File: src/lmdd_pkg.sv
`timescale 1ns / 1ps
// ----------------------------------------------------------------------------
// lmdd_pkg: shared types for the lock manager.
// Request and result structs, opcode and status codes, controller commands.
// ----------------------------------------------------------------------------
package lmdd_pkg;

  typedef enum logic [1:0] {
    OP_CREATE  = 2'd0,
    OP_ACQUIRE = 2'd1,
    OP_RELEASE = 2'd2,
    OP_TRY     = 2'd3
  } opcode_t;

  localparam logic [1:0] ST_OK      = 2'd0;
  localparam logic [1:0] ST_BLOCKED = 2'd1;
  localparam logic [1:0] ST_TRYFAIL = 2'd2;
  localparam logic [1:0] ST_ERROR   = 2'd3;

  typedef struct packed {
    logic [1:0] opcode;
    logic [3:0] pid;
    logic [3:0] lock_id;
  } req_t;

  typedef struct packed {
    logic [1:0] status;
    logic       deadlock;
    logic       woke;
    logic [3:0] woken_pid;
    logic [3:0] new_lock_id;
  } rsp_t;

  // Commands from the controller to the datapath.
  typedef struct packed {
    logic load;       // capture the request
    logic execute;    // perform the request and form the result
    logic walk_step;  // advance the wait-for walk by one lock
  } cmd_t;

  // Status from the datapath to the controller.
  typedef struct packed {
    logic need_walk;  // request blocked, walk must run
    logic walk_done;  // walk finished this step
  } sts_t;

endpackage

File: src/lmdd_ctrl.sv
`timescale 1ns / 1ps
// ----------------------------------------------------------------------------
// lmdd_ctrl: request sequencer.
// Loads a request, executes it, runs the deadlock walk if needed, then
// strobes the result.
// ----------------------------------------------------------------------------
module lmdd_ctrl (
  input  logic              clk,
  input  logic              rst,
  input  logic              start,
  output logic              busy,
  output logic              done,
  output lmdd_pkg::cmd_t    cmd,
  input  lmdd_pkg::sts_t    sts
);

  typedef enum logic [1:0] {S_IDLE, S_EXEC, S_WALK} state_t;

  state_t state;

  always_comb begin
    cmd.load      = (state == S_IDLE) && start;
    cmd.execute   = (state == S_EXEC);
    cmd.walk_step = (state == S_WALK);
    busy          = (state != S_IDLE);
  end

  always_ff @(posedge clk) begin
    if (rst) begin
      state <= S_IDLE;
      done  <= 1'b0;
    end else begin
      done <= 1'b0;
      case (state)
        S_IDLE: begin
          if (start) state <= S_EXEC;
        end
        S_EXEC: begin
          if (sts.need_walk) begin
            state <= S_WALK;
          end else begin
            state <= S_IDLE;
            done  <= 1'b1;
          end
        end
        S_WALK: begin
          if (sts.walk_done) begin
            state <= S_IDLE;
            done  <= 1'b1;
          end
        end
        default: state <= S_IDLE;
      endcase
    end
  end

endmodule

File: src/lmdd_dpath.sv
`timescale 1ns / 1ps
// ----------------------------------------------------------------------------
// lmdd_dpath: lock and process tables with the wait-for walk.
// Executes one request per execute command; walks one lock per step.
// ----------------------------------------------------------------------------
module lmdd_dpath #(
  parameter int MAX_LOCKS = 16,
  parameter int NUM_PROCS = 16
) (
  input  logic             clk,
  input  logic             rst,
  input  lmdd_pkg::req_t   req,
  input  lmdd_pkg::cmd_t   cmd,
  output lmdd_pkg::sts_t   sts,
  output lmdd_pkg::rsp_t   rsp
);

  localparam int LCW = $clog2(MAX_LOCKS + 1);
  localparam int SCW = $clog2(MAX_LOCKS + 1);

  logic [LCW-1:0] lock_count;
  logic [MAX_LOCKS-1:0] lock_held;
  logic [MAX_LOCKS-1:0] queue_nonempty;
  logic [3:0] lock_owner [MAX_LOCKS];
  logic [3:0] queue_head [MAX_LOCKS];
  logic [3:0] queue_tail [MAX_LOCKS];
  logic [NUM_PROCS-1:0] proc_waiting;
  logic [3:0] proc_wait_lock [NUM_PROCS];
  logic [3:0] proc_next [NUM_PROCS];

  lmdd_pkg::req_t r;
  logic [3:0]     walk_lock;
  logic [SCW-1:0] walk_cnt;

  // Range checks done at full width.
  logic lk_ok, pid_ok, err;
  logic [3:0] own_w;
  logic w_lk_ok, w_own_ok;
  logic [3:0] head, tail;

  always_comb begin
    lk_ok  = (32'(r.lock_id) < 32'(lock_count)) && (32'(r.lock_id) < MAX_LOCKS);
    pid_ok = 32'(r.pid) < NUM_PROCS;
    err    = !lk_ok || !pid_ok || proc_waiting[pid_ok ? r.pid : 4'd0];
    head   = queue_head[r.lock_id];
    tail   = queue_tail[r.lock_id];
    w_lk_ok  = 32'(walk_lock) < MAX_LOCKS;
    own_w    = w_lk_ok ? lock_owner[walk_lock] : 4'd0;
    w_own_ok = 32'(own_w) < NUM_PROCS;
    sts.need_walk = cmd.execute && !err && (r.opcode == lmdd_pkg::OP_ACQUIRE)
                    && lock_held[r.lock_id];
    sts.walk_done = !w_lk_ok || (own_w == 4'd0) || (own_w == r.pid) ||
                    !w_own_ok || !proc_waiting[own_w] ||
                    (32'(walk_cnt) == MAX_LOCKS - 1);
  end

  always_ff @(posedge clk) begin
    if (rst) begin
      lock_count     <= '0;
      lock_held      <= '0;
      queue_nonempty <= '0;
      proc_waiting   <= '0;
      for (int i = 0; i < MAX_LOCKS; i++) lock_owner[i] <= 4'd0;
    end else begin
      if (cmd.load) r <= req;
      if (cmd.execute) begin
        rsp <= '0;
        if (r.opcode == lmdd_pkg::OP_CREATE) begin
          if (32'(lock_count) >= MAX_LOCKS) begin
            rsp.status <= lmdd_pkg::ST_ERROR;
          end else begin
            lock_held[lock_count[LCW-2:0]]      <= 1'b0;
            lock_owner[lock_count[LCW-2:0]]     <= 4'd0;
            queue_nonempty[lock_count[LCW-2:0]] <= 1'b0;
            rsp.new_lock_id <= 4'(lock_count);
            lock_count <= lock_count + 1'b1;
          end
        end else if (err) begin
          rsp.status <= lmdd_pkg::ST_ERROR;
        end else begin
          case (r.opcode)
            lmdd_pkg::OP_ACQUIRE: begin
              if (!lock_held[r.lock_id]) begin
                lock_held[r.lock_id]  <= 1'b1;
                lock_owner[r.lock_id] <= r.pid;
              end else begin
                if (queue_nonempty[r.lock_id]) begin
                  if (32'(tail) < NUM_PROCS) proc_next[tail] <= r.pid;
                end else begin
                  queue_head[r.lock_id]     <= r.pid;
                  queue_nonempty[r.lock_id] <= 1'b1;
                end
                queue_tail[r.lock_id]  <= r.pid;
                proc_waiting[r.pid]    <= 1'b1;
                proc_wait_lock[r.pid]  <= r.lock_id;
                rsp.status <= lmdd_pkg::ST_BLOCKED;
                walk_lock  <= r.lock_id;
                walk_cnt   <= '0;
              end
            end
            lmdd_pkg::OP_RELEASE: begin
              if (!queue_nonempty[r.lock_id]) begin
                lock_held[r.lock_id]  <= 1'b0;
                lock_owner[r.lock_id] <= 4'd0;
              end else begin
                if ((head == tail) || (32'(head) >= NUM_PROCS))
                  queue_nonempty[r.lock_id] <= 1'b0;
                else
                  queue_head[r.lock_id] <= proc_next[head];
                lock_held[r.lock_id]  <= 1'b1;
                lock_owner[r.lock_id] <= head;
                if (32'(head) < NUM_PROCS) proc_waiting[head] <= 1'b0;
                rsp.woke      <= 1'b1;
                rsp.woken_pid <= head;
              end
            end
            lmdd_pkg::OP_TRY: begin
              if (!lock_held[r.lock_id]) begin
                lock_held[r.lock_id]  <= 1'b1;
                lock_owner[r.lock_id] <= r.pid;
              end else begin
                rsp.status <= lmdd_pkg::ST_TRYFAIL;
              end
            end
            default: rsp.status <= lmdd_pkg::ST_ERROR;
          endcase
        end
      end
      if (cmd.walk_step) begin
        if (w_lk_ok && own_w != 4'd0 && own_w == r.pid) rsp.deadlock <= 1'b1;
        if (!sts.walk_done) begin
          walk_lock <= proc_wait_lock[own_w];
          walk_cnt  <= walk_cnt + 1'b1;
        end
      end
    end
  end

endmodule

File: src/lock_manager_deadlock_detect_core.sv
`timescale 1ns / 1ps
// ----------------------------------------------------------------------------
// lock_manager_deadlock_detect_core: hardware lock manager with deadlock
// detection on the wait-for graph.
//
// An item (create, acquire, release or try-acquire from one process) is
// accepted at a clock edge where start is high and busy is low. Busy rises
// the next cycle and stays high until the result is shown. The result item
// appears on the result port, marked by done for exactly one cycle; the
// receiver cannot stall, so it must take it in that cycle.
//
// Create, release, try, granted acquires and errors pass through the execute
// state only. A blocked acquire also walks the chain owner -> awaited lock ->
// owner one lock per cycle in the datapath, visiting at most MAX_LOCKS locks.
// One item is taken at a time: busy falls in the cycle the result is shown,
// so the next item can be accepted at the edge that takes the result.
//
// Synchronous reset clears the lock count, held bits, queue flags and
// waiting flags; queue links are only read after they are written.
// ----------------------------------------------------------------------------
module lock_manager_deadlock_detect_core #(
  parameter int MAX_LOCKS = 16,
  parameter int NUM_PROCS = 16
) (
  input  logic            clk,
  input  logic            rst,
  input  logic            start,
  output logic            busy,
  input  lmdd_pkg::req_t  req,
  output logic            done,
  output lmdd_pkg::rsp_t  rsp
);

  lmdd_pkg::cmd_t cmd;
  lmdd_pkg::sts_t sts;

  // The controller sequences each item; the datapath holds all tables.
  lmdd_ctrl u_ctrl (
    .clk   (clk),
    .rst   (rst),
    .start (start),
    .busy  (busy),
    .done  (done),
    .cmd   (cmd),
    .sts   (sts)
  );

  lmdd_dpath #(
    .MAX_LOCKS (MAX_LOCKS),
    .NUM_PROCS (NUM_PROCS)
  ) u_dpath (
    .clk (clk),
    .rst (rst),
    .req (req),
    .cmd (cmd),
    .sts (sts),
    .rsp (rsp)
  );

endmodule
File: config.mk
export PLATFORM = sky130hd
export DESIGN_NAME = lock_manager_deadlock_detect_core
export DESIGN_NICKNAME = d
export VERILOG_FILES = /design/src/lmdd_pkg.sv /design/src/lmdd_ctrl.sv /design/src/lmdd_dpath.sv /design/src/lock_manager_deadlock_detect_core.sv
export SDC_FILE = /design/constraint.sdc
export NUM_CORES = 1
export LEC_CHECK = 0
export BUFFER_PORTS_ARGS = -buffer_cell sky130_fd_sc_hd__buf_2
export CELL_PAD_IN_SITES_DETAIL_PLACEMENT = 1
export CELL_PAD_IN_SITES_GLOBAL_PLACEMENT = 1
export CORE_UTILIZATION = 50
export CTS_CLUSTER_SIZE = 24
export DETAILED_ROUTE_END_ITERATION = 10
export GPL_TIMING_DRIVEN = 1
export PLACE_DENSITY = 0.84
export SLEW_MARGIN = 10
export SYNTH_ARGS = -nofsm -noshare
export SYNTH_HDL_FRONTEND = slang
export SYNTH_SLANG_ARGS = --single-unit
File: constraint.sdc
create_clock -name clk -period 8.7 [get_ports clk]
set_clock_uncertainty 0.15 [all_clocks]
set_input_delay 0.87 -clock clk [delete_from_list [all_inputs] [get_ports clk]]
set_output_delay 0.87 -clock clk [all_outputs]
set_load 0.01 [all_outputs]
# After elaboration in Yosys (flattened, before gate mapping)
# Memory sizes are Yosys's and may differ from the RTL's. A register that Yosys moved wholly into a read port is not among the register bits.
# Index checks and enable logic that the tools add are counted.
# totals
input_bits	13
ramBits	320
register_bits	87
output_inout_bits	14
word_cells	256
memories	5
# op_classes
eq_ne	19
magnitude_cmp	11
n_reduce_logical	37
bitwise	21
mux	145
n_addsub	2
# memory_table
name	depth	width	rd	rd_ports_with_merged_regs	wr	line_no	source
u_dpath.lock_owner	16	4	1	1	16	lmdd_dpath.sv:24	logic [3:0] lock_owner [MAX_LOCKS];
u_dpath.proc_next	16	4	1	0	1	lmdd_dpath.sv:29	logic [3:0] proc_next [NUM_PROCS];
u_dpath.proc_wait_lock	16	4	1	0	1	lmdd_dpath.sv:28	logic [3:0] proc_wait_lock [NUM_PROCS];
u_dpath.queue_head	16	4	1	1	1	lmdd_dpath.sv:25	logic [3:0] queue_head [MAX_LOCKS];
u_dpath.queue_tail	16	4	1	1	1	lmdd_dpath.sv:26	logic [3:0] queue_tail [MAX_LOCKS];
# op_table
operator	n
16-bit 2-to-1 mux	14
16-bit case mux with 2 select lines	3
16-bit bitwise AND	5
4-bit 2-to-1 mux	20
1-bit 2-to-1 mux	78
5-bit 2-to-1 mux	11
16-bit inverter	3
16-bit bitwise OR	3
4-bit by 5-bit less-than comparator with 1-bit output (second input constant)	5
1-bit binary-select mux with 4-bit select	4
1-bit demux with 4-bit select	4
4-bit by 1-bit greater-or-equal comparator with 1-bit output (second input constant)	4
2-bit 2-to-1 mux	7
2-bit case mux with 3 select lines	2
4-bit OR reduction	3
5-bit by 1-bit adder with 5-bit output (second input constant)	2
10-bit 2-to-1 mux	1
1-bit logical AND	9
4-bit == test	2
2-bit != test (second input constant)	4
8-bit AND reduction	1
2-bit == test (second input constant)	3
3-bit by 1-bit != test with 1-bit output (second input constant)	2
3-bit != test (second input constant)	2
other kinds (22)	43

# Longest topological paths before layout
# logic_depth
depth_word	14
ltp_mapped	13
ltp_nobuf	10

# By module
# From an unflattened synthesis, not the netlist that was laid out.
# hier_totals
cells_unflattened	1400
hier_area_um2	18992.0
# modules_own_cells
module	n_inst	seq_area_each_um2	cells_per_inst	area_each_um2
lmdd_dpath	1	11761.3	1375	18758.0
lmdd_ctrl	1	60.1	25	234.0

# Worst setup path before layout
# OpenSTA, ideal clock, no wires.
# synth_timing
kind	flip-flop to flip-flop
from	register u_dpath.r[0] in the netlist's numbering
to	memory u_dpath.lock_owner[10][0], enable pin
synth_period_minus_slack_ps	3767
setup_ps	312
n_path_buf	2
path_slack_ps	4933
path_stages_with_launch	10
arrival_ps	3305
cell_sequence	edfxtp_1 buf_2 mux4_2 mux4_2 or2_4 a211oi_4 buf_6 mux2i_1 nand3_1 nand2_1
# synth_lines
item	line_no	source
from (decl)	lmdd_dpath.sv:31	lmdd_pkg::req_t r;
from (signal assigned)	lmdd_dpath.sv:65	if (cmd.load) r <= req;
to (decl)	lmdd_dpath.sv:24	

# Worst setup path after layout
# layout_timing
from	register u_dpath.r[4] in the netlist's numbering
to	memory u_dpath.queue_head[10][2], data pin
# layout_via
elab_chain_cells	9
# layout_rtl
item	line_no	source
1-bit binary-select mux with 4-bit select	lmdd_dpath.sv:44	err = !lk_ok || !pid_ok || proc_waiting[pid_ok ? r.pid : 4'd0];
1-bit 2-to-1 mux	lmdd_dpath.sv:44	
1-bit logical OR	lmdd_dpath.sv:44	
1-bit 2-to-1 mux	lmdd_dpath.sv:78	end else if (err) begin
1-bit 2-to-1 mux	lmdd_dpath.sv:68	if (r.opcode == lmdd_pkg::OP_CREATE) begin
1-bit 2-to-1 mux	lmdd_dpath.sv:66	if (cmd.execute) begin
1-bit 2-to-1 mux	lmdd_dpath.sv:58	if (rst) begin
1-bit 2-to-1 mux (implied by the code)	lmdd_dpath.sv:109	queue_head[r.lock_id] <= proc_next[head];
4-bit 2-to-1 mux (no line)	-	
to (decl)	lmdd_dpath.sv:25	
# No other way between the ends. The select of a mux whose other input is x is not followed.

==> impl_results.md <==
- Antenna diodes: 0
- CTS clk-pin slew, worst paths: 0.06 ns
- Share of the synthesized area in the top cell type: 56.0%
- Static leakage power: 6.66 nW
- Nature of the critical path startpoint: register
- Maximum net fanout on the critical path: 45
- Synthesized net count: 1410
- Largest delay share family, worst path: compound AO/OA/AOI/OAI gates
- # rows: 70
- Pwr Density: 211 mW/mm^2
- Setup slack, reg-to-reg: 3.72 ns
- Beginning of the worst register-to-register path: u_dpath.r[4]
- Number of pins exceeding their max-slew limit in the final report: 0
- GR Layer Usage met2: 48.7%
- Crit path DAT: 5.02 ns
- Area leader, netlist: sky130_fd_sc_hd__edfxtp_1
- Via count of the routed design: 12300
- Cell-by-cell trace of the critical path: buf_4 > mux4_2 > nor2_1 > nor2_1 > o21ai_1 > o211ai_2 > nor3_1 > and3_1 > o211ai_1 > o21ai_1
- Met3 usage: 3.49%
- Global-route wire length before repair: 80600 um
- Chip height: 196 um
- Layout Cell Area excl Fill: 0.0207 mm^2
- Post-synth EDFFs: 351
- IO buf count: 26
- Capture point of the worst reg-to-reg path: u_dpath.queue_head[10][2]
- Instance count of the mapped netlist: 1379
- Final hold viol count: 0
- Number of flip-flops and latches in the synthesized netlist: 415
- Synthesized-area fraction occupied by adder cells: 1.20%
- Remaining max-slew budget at the tightest pin: 17.2%
- Count of nets left with antenna violations after detail routing: 0
- Global routing met1 resource utilization: 36.3%
- Post-route DRC violation count: 0
- Post-synthesis simple-gate area fraction: 11.3%
- Synthesis-to-layout area growth: 9.81%
- Number of antenna violations at the first check in global routing: 0
- Multiplexer area fraction after synthesis: 14.6%
- Mean post-synth cell area: 13.6 um^2
- Most congested layer reported by global routing: met2
- Number of global-route vias before repair: 13100
- Number of gates resized after CTS: 0
- Required @ worst endpoint: 8.74 ns
- Overflow left after global routing: 0
- Post-detailed-placement cell area: 0.0193 mm^2
- Area of the mapped netlist: 0.0188 mm^2
- Average wire per standard cell: 27.7 um
- Clock buffers created by TritonCTS: 44
- Global placer's final weighted congestion: 0.860
- Aggregate global-route resource usage: 28.0%
- Xor and xnor fraction of the mapped netlist area: 0.559%
- Final setup TNS: 0 ns
- Hold slack: 0.318 ns
- Final routed wirelength across all metal layers: 52500 um
- Sequential cell area: 0.0118 mm^2
- Unique masters post-synth: 64
- Sinks on the clock net: 415
- Worst ir drop on vdd: 0.145 mV
- Element type at the critical path end: register
- Largest family of logic cells by synthesized area: multiplexers
- Clock tree from TritonCTS: done
- Crit Path Class: register to register
- Clock network latency to the later pin of the worst-skew pair: 0.57 ns
- First-pass DRT Iterations: 5
- Final count of negative-setup-slack endpoints: 0
- Kind of path behind the tightest hold check: register to register
- Unrepaired setup endpoints after global routing: no
- Slew at the pin closest to its max-slew limit: 1.23 ns
- Fill count: 3574
- Hold Path Depth: 1
- Fraction of registers with async set/reset: 0%
- Die footprint: 0.0384 mm^2
- DP Wirelength: 33800 um
- Chip width: 196 um
- CP max-delay cell: sky130_fd_sc_hd__nor3_1
- Layout net count: 1424
- Top_reg_cell synth: sky130_fd_sc_hd__edfxtp_1
- Effective utilization at floorplan: 51.2%
- Largest net degree at the start of global routing: 65
- Crit share post-route: 57.3%
- Top-level port count: 27
- Floorplan Core Area: 0.0368 mm^2
- Number of buffers inserted for hold repair after clock tree synthesis: 0
- Top-count cell post-synth: sky130_fd_sc_hd__edfxtp_1
- Min Clock Period, post-route: 4.98 ns
- Yosys warns: 0
- Buffers inserted by post-CTS timing repair: 0
- Htree depth: 2
- Result of the run: complete, no violations
- Area of the multi-input gates: 0.00653 mm^2
- Seq/Total Area, Yosys: 62.8%
- Fmax: 201 MHz
- Worst Path Buf+Inv: 1
- CTS Root Buffer Type: sky130_fd_sc_hd__clkbuf_16
- Vias per cell: 6.51
- Fraction of the mapped netlist area in compound gates: 6.92%
- Cells on worst reg2reg path: 10
- Initial DRC Count: 1143
- Share of final-layout standard cells stronger than drive strength 1: 17.2%
- Number of violations of the max-capacitance limit: 0
- Maximum buffer depth of the clock tree: 3
- Largest cells by area after synthesis: sky130_fd_sc_hd__edfxtp_1, sky130_fd_sc_hd__mux4_2, sky130_fd_sc_hd__dfxtp_1, sky130_fd_sc_hd__nor2_1, sky130_fd_sc_hd__nand2_1
- Most frequent cells after synthesis: sky130_fd_sc_hd__edfxtp_1, sky130_fd_sc_hd__nor2_1, sky130_fd_sc_hd__nand2_1, sky130_fd_sc_hd__mux4_2, sky130_fd_sc_hd__dfxtp_1
- Largest stage delay, worst path: 0.73 ns
## worst max path at each step
stage | from | to | depth (start not counted)
2_1_floorplan | u_dpath.r[0] | u_dpath.lock_owner[10][0] | 9
3_3_place_gp | rst | u_dpath.proc_next[1][1] | 10
3_5_place_dp | rst | u_dpath.proc_next[7][2] | 10
4_1_cts | register | u_dpath.queue_head[12][0] | 7
5_1_grt | u_dpath.r[4] | u_dpath.queue_head[4][2] | 10
6_report | u_dpath.r[4] | u_dpath.queue_head[10][2] | 10
## metrics by stage
| stage | cells | setup slack [ns] | util (%) | total power, W |
|---|---|---|---|---|
| 2_1_floorplan | 1379 | 4.93 | - | 0.00249 |
| 3_3_place_gp | 1815 | 3.99 | 52.5 | 0.00259 |
| 3_5_place_dp | 1815 | 3.64 | 52.5 | 0.00261 |
| 4_1_cts | 1895 | 3.72 | 56.1 | 0.00438 |
| 5_1_grt | 1895 | 3.51 | 56.2 | 0.00447 |
| 6_report | 1895 | 3.72 | 56.2 | 0.00437 |
## where the power goes
part | total [W] | internal [W] | leakage, nW | switching, W
clock network | 0.00180 | 0.000999 | 0.658 | 0.000796
logic | 0.000385 | 0.000142 | 2.23 | 0.000243
registers | 0.00219 | 0.00217 | 3.77 | 0.0000202
total | 0.00437 | 0.00331 | 6.66 | 0.00106
## placed cells by master (no fill, tap or decap), drive strengths merged, types with 16 or more instances in the layout
| cell type | count |
|---|---|
| nand3 | 37 |
| a21oi | 36 |
| buf | 45 |
| edfxtp | 351 |
| clkbuf | 64 |
| nor3 | 35 |
| mux2i | 47 |
| mux2 | 36 |
| ha | 18 |
| o21ai | 56 |
| nand2 | 144 |
| inv | 25 |
| a31oi | 26 |
| dfxtp | 64 |
| nor2 | 177 |
| mux4 | 83 |
| o2bb2ai | 16 |
## cells by family after synthesis
| family | after synthesis |
|---|---|
| buffers and inverters | 102 |
| adder cells (fa/ha/maj) | 18 |
| AND/OR/NAND/NOR | 470 |
| flip-flops | 415 |
| AO/OA/AOI/OAI | 196 |
| multiplexers | 166 |
| XOR/XNOR | 12 |
## registers in the layout, summed over array words and instances, names as in the netlist, named ones only
register / flops
u_dpath.queue_head: 64
u_dpath.rsp: 12
u_dpath.lock_count: 5
u_dpath.proc_next: 64
u_dpath.r: 10
u_dpath.proc_wait_lock: 64
u_dpath.queue_tail: 64
u_ctrl.state: 2
u_dpath.walk_lock: 4
u_dpath.lock_owner: 64
u_dpath.proc_waiting: 16
u_dpath.walk_cnt: 5
u_ctrl.done: 1
## per-layer routing
metal	part of all wire (%)	routed length (um)
met1	39	20600
met2	51	26900
met3	6.5	3420
met4	2.9	1550
met5	0	0
## area by class of cell
| class | instances | area share, % |
|---|---|---|
| tap | 468 | 2.83 |
| timing repair buffer | 45 | 1.32 |
| inverter | 25 | 0.454 |
| multi-input combinational | 862 | 31.6 |
| clock inverter | 16 | 0.581 |
| clock buffer | 64 | 5.99 |
| sequential | 415 | 57.2 |
(Power assumes the default switching activity.)
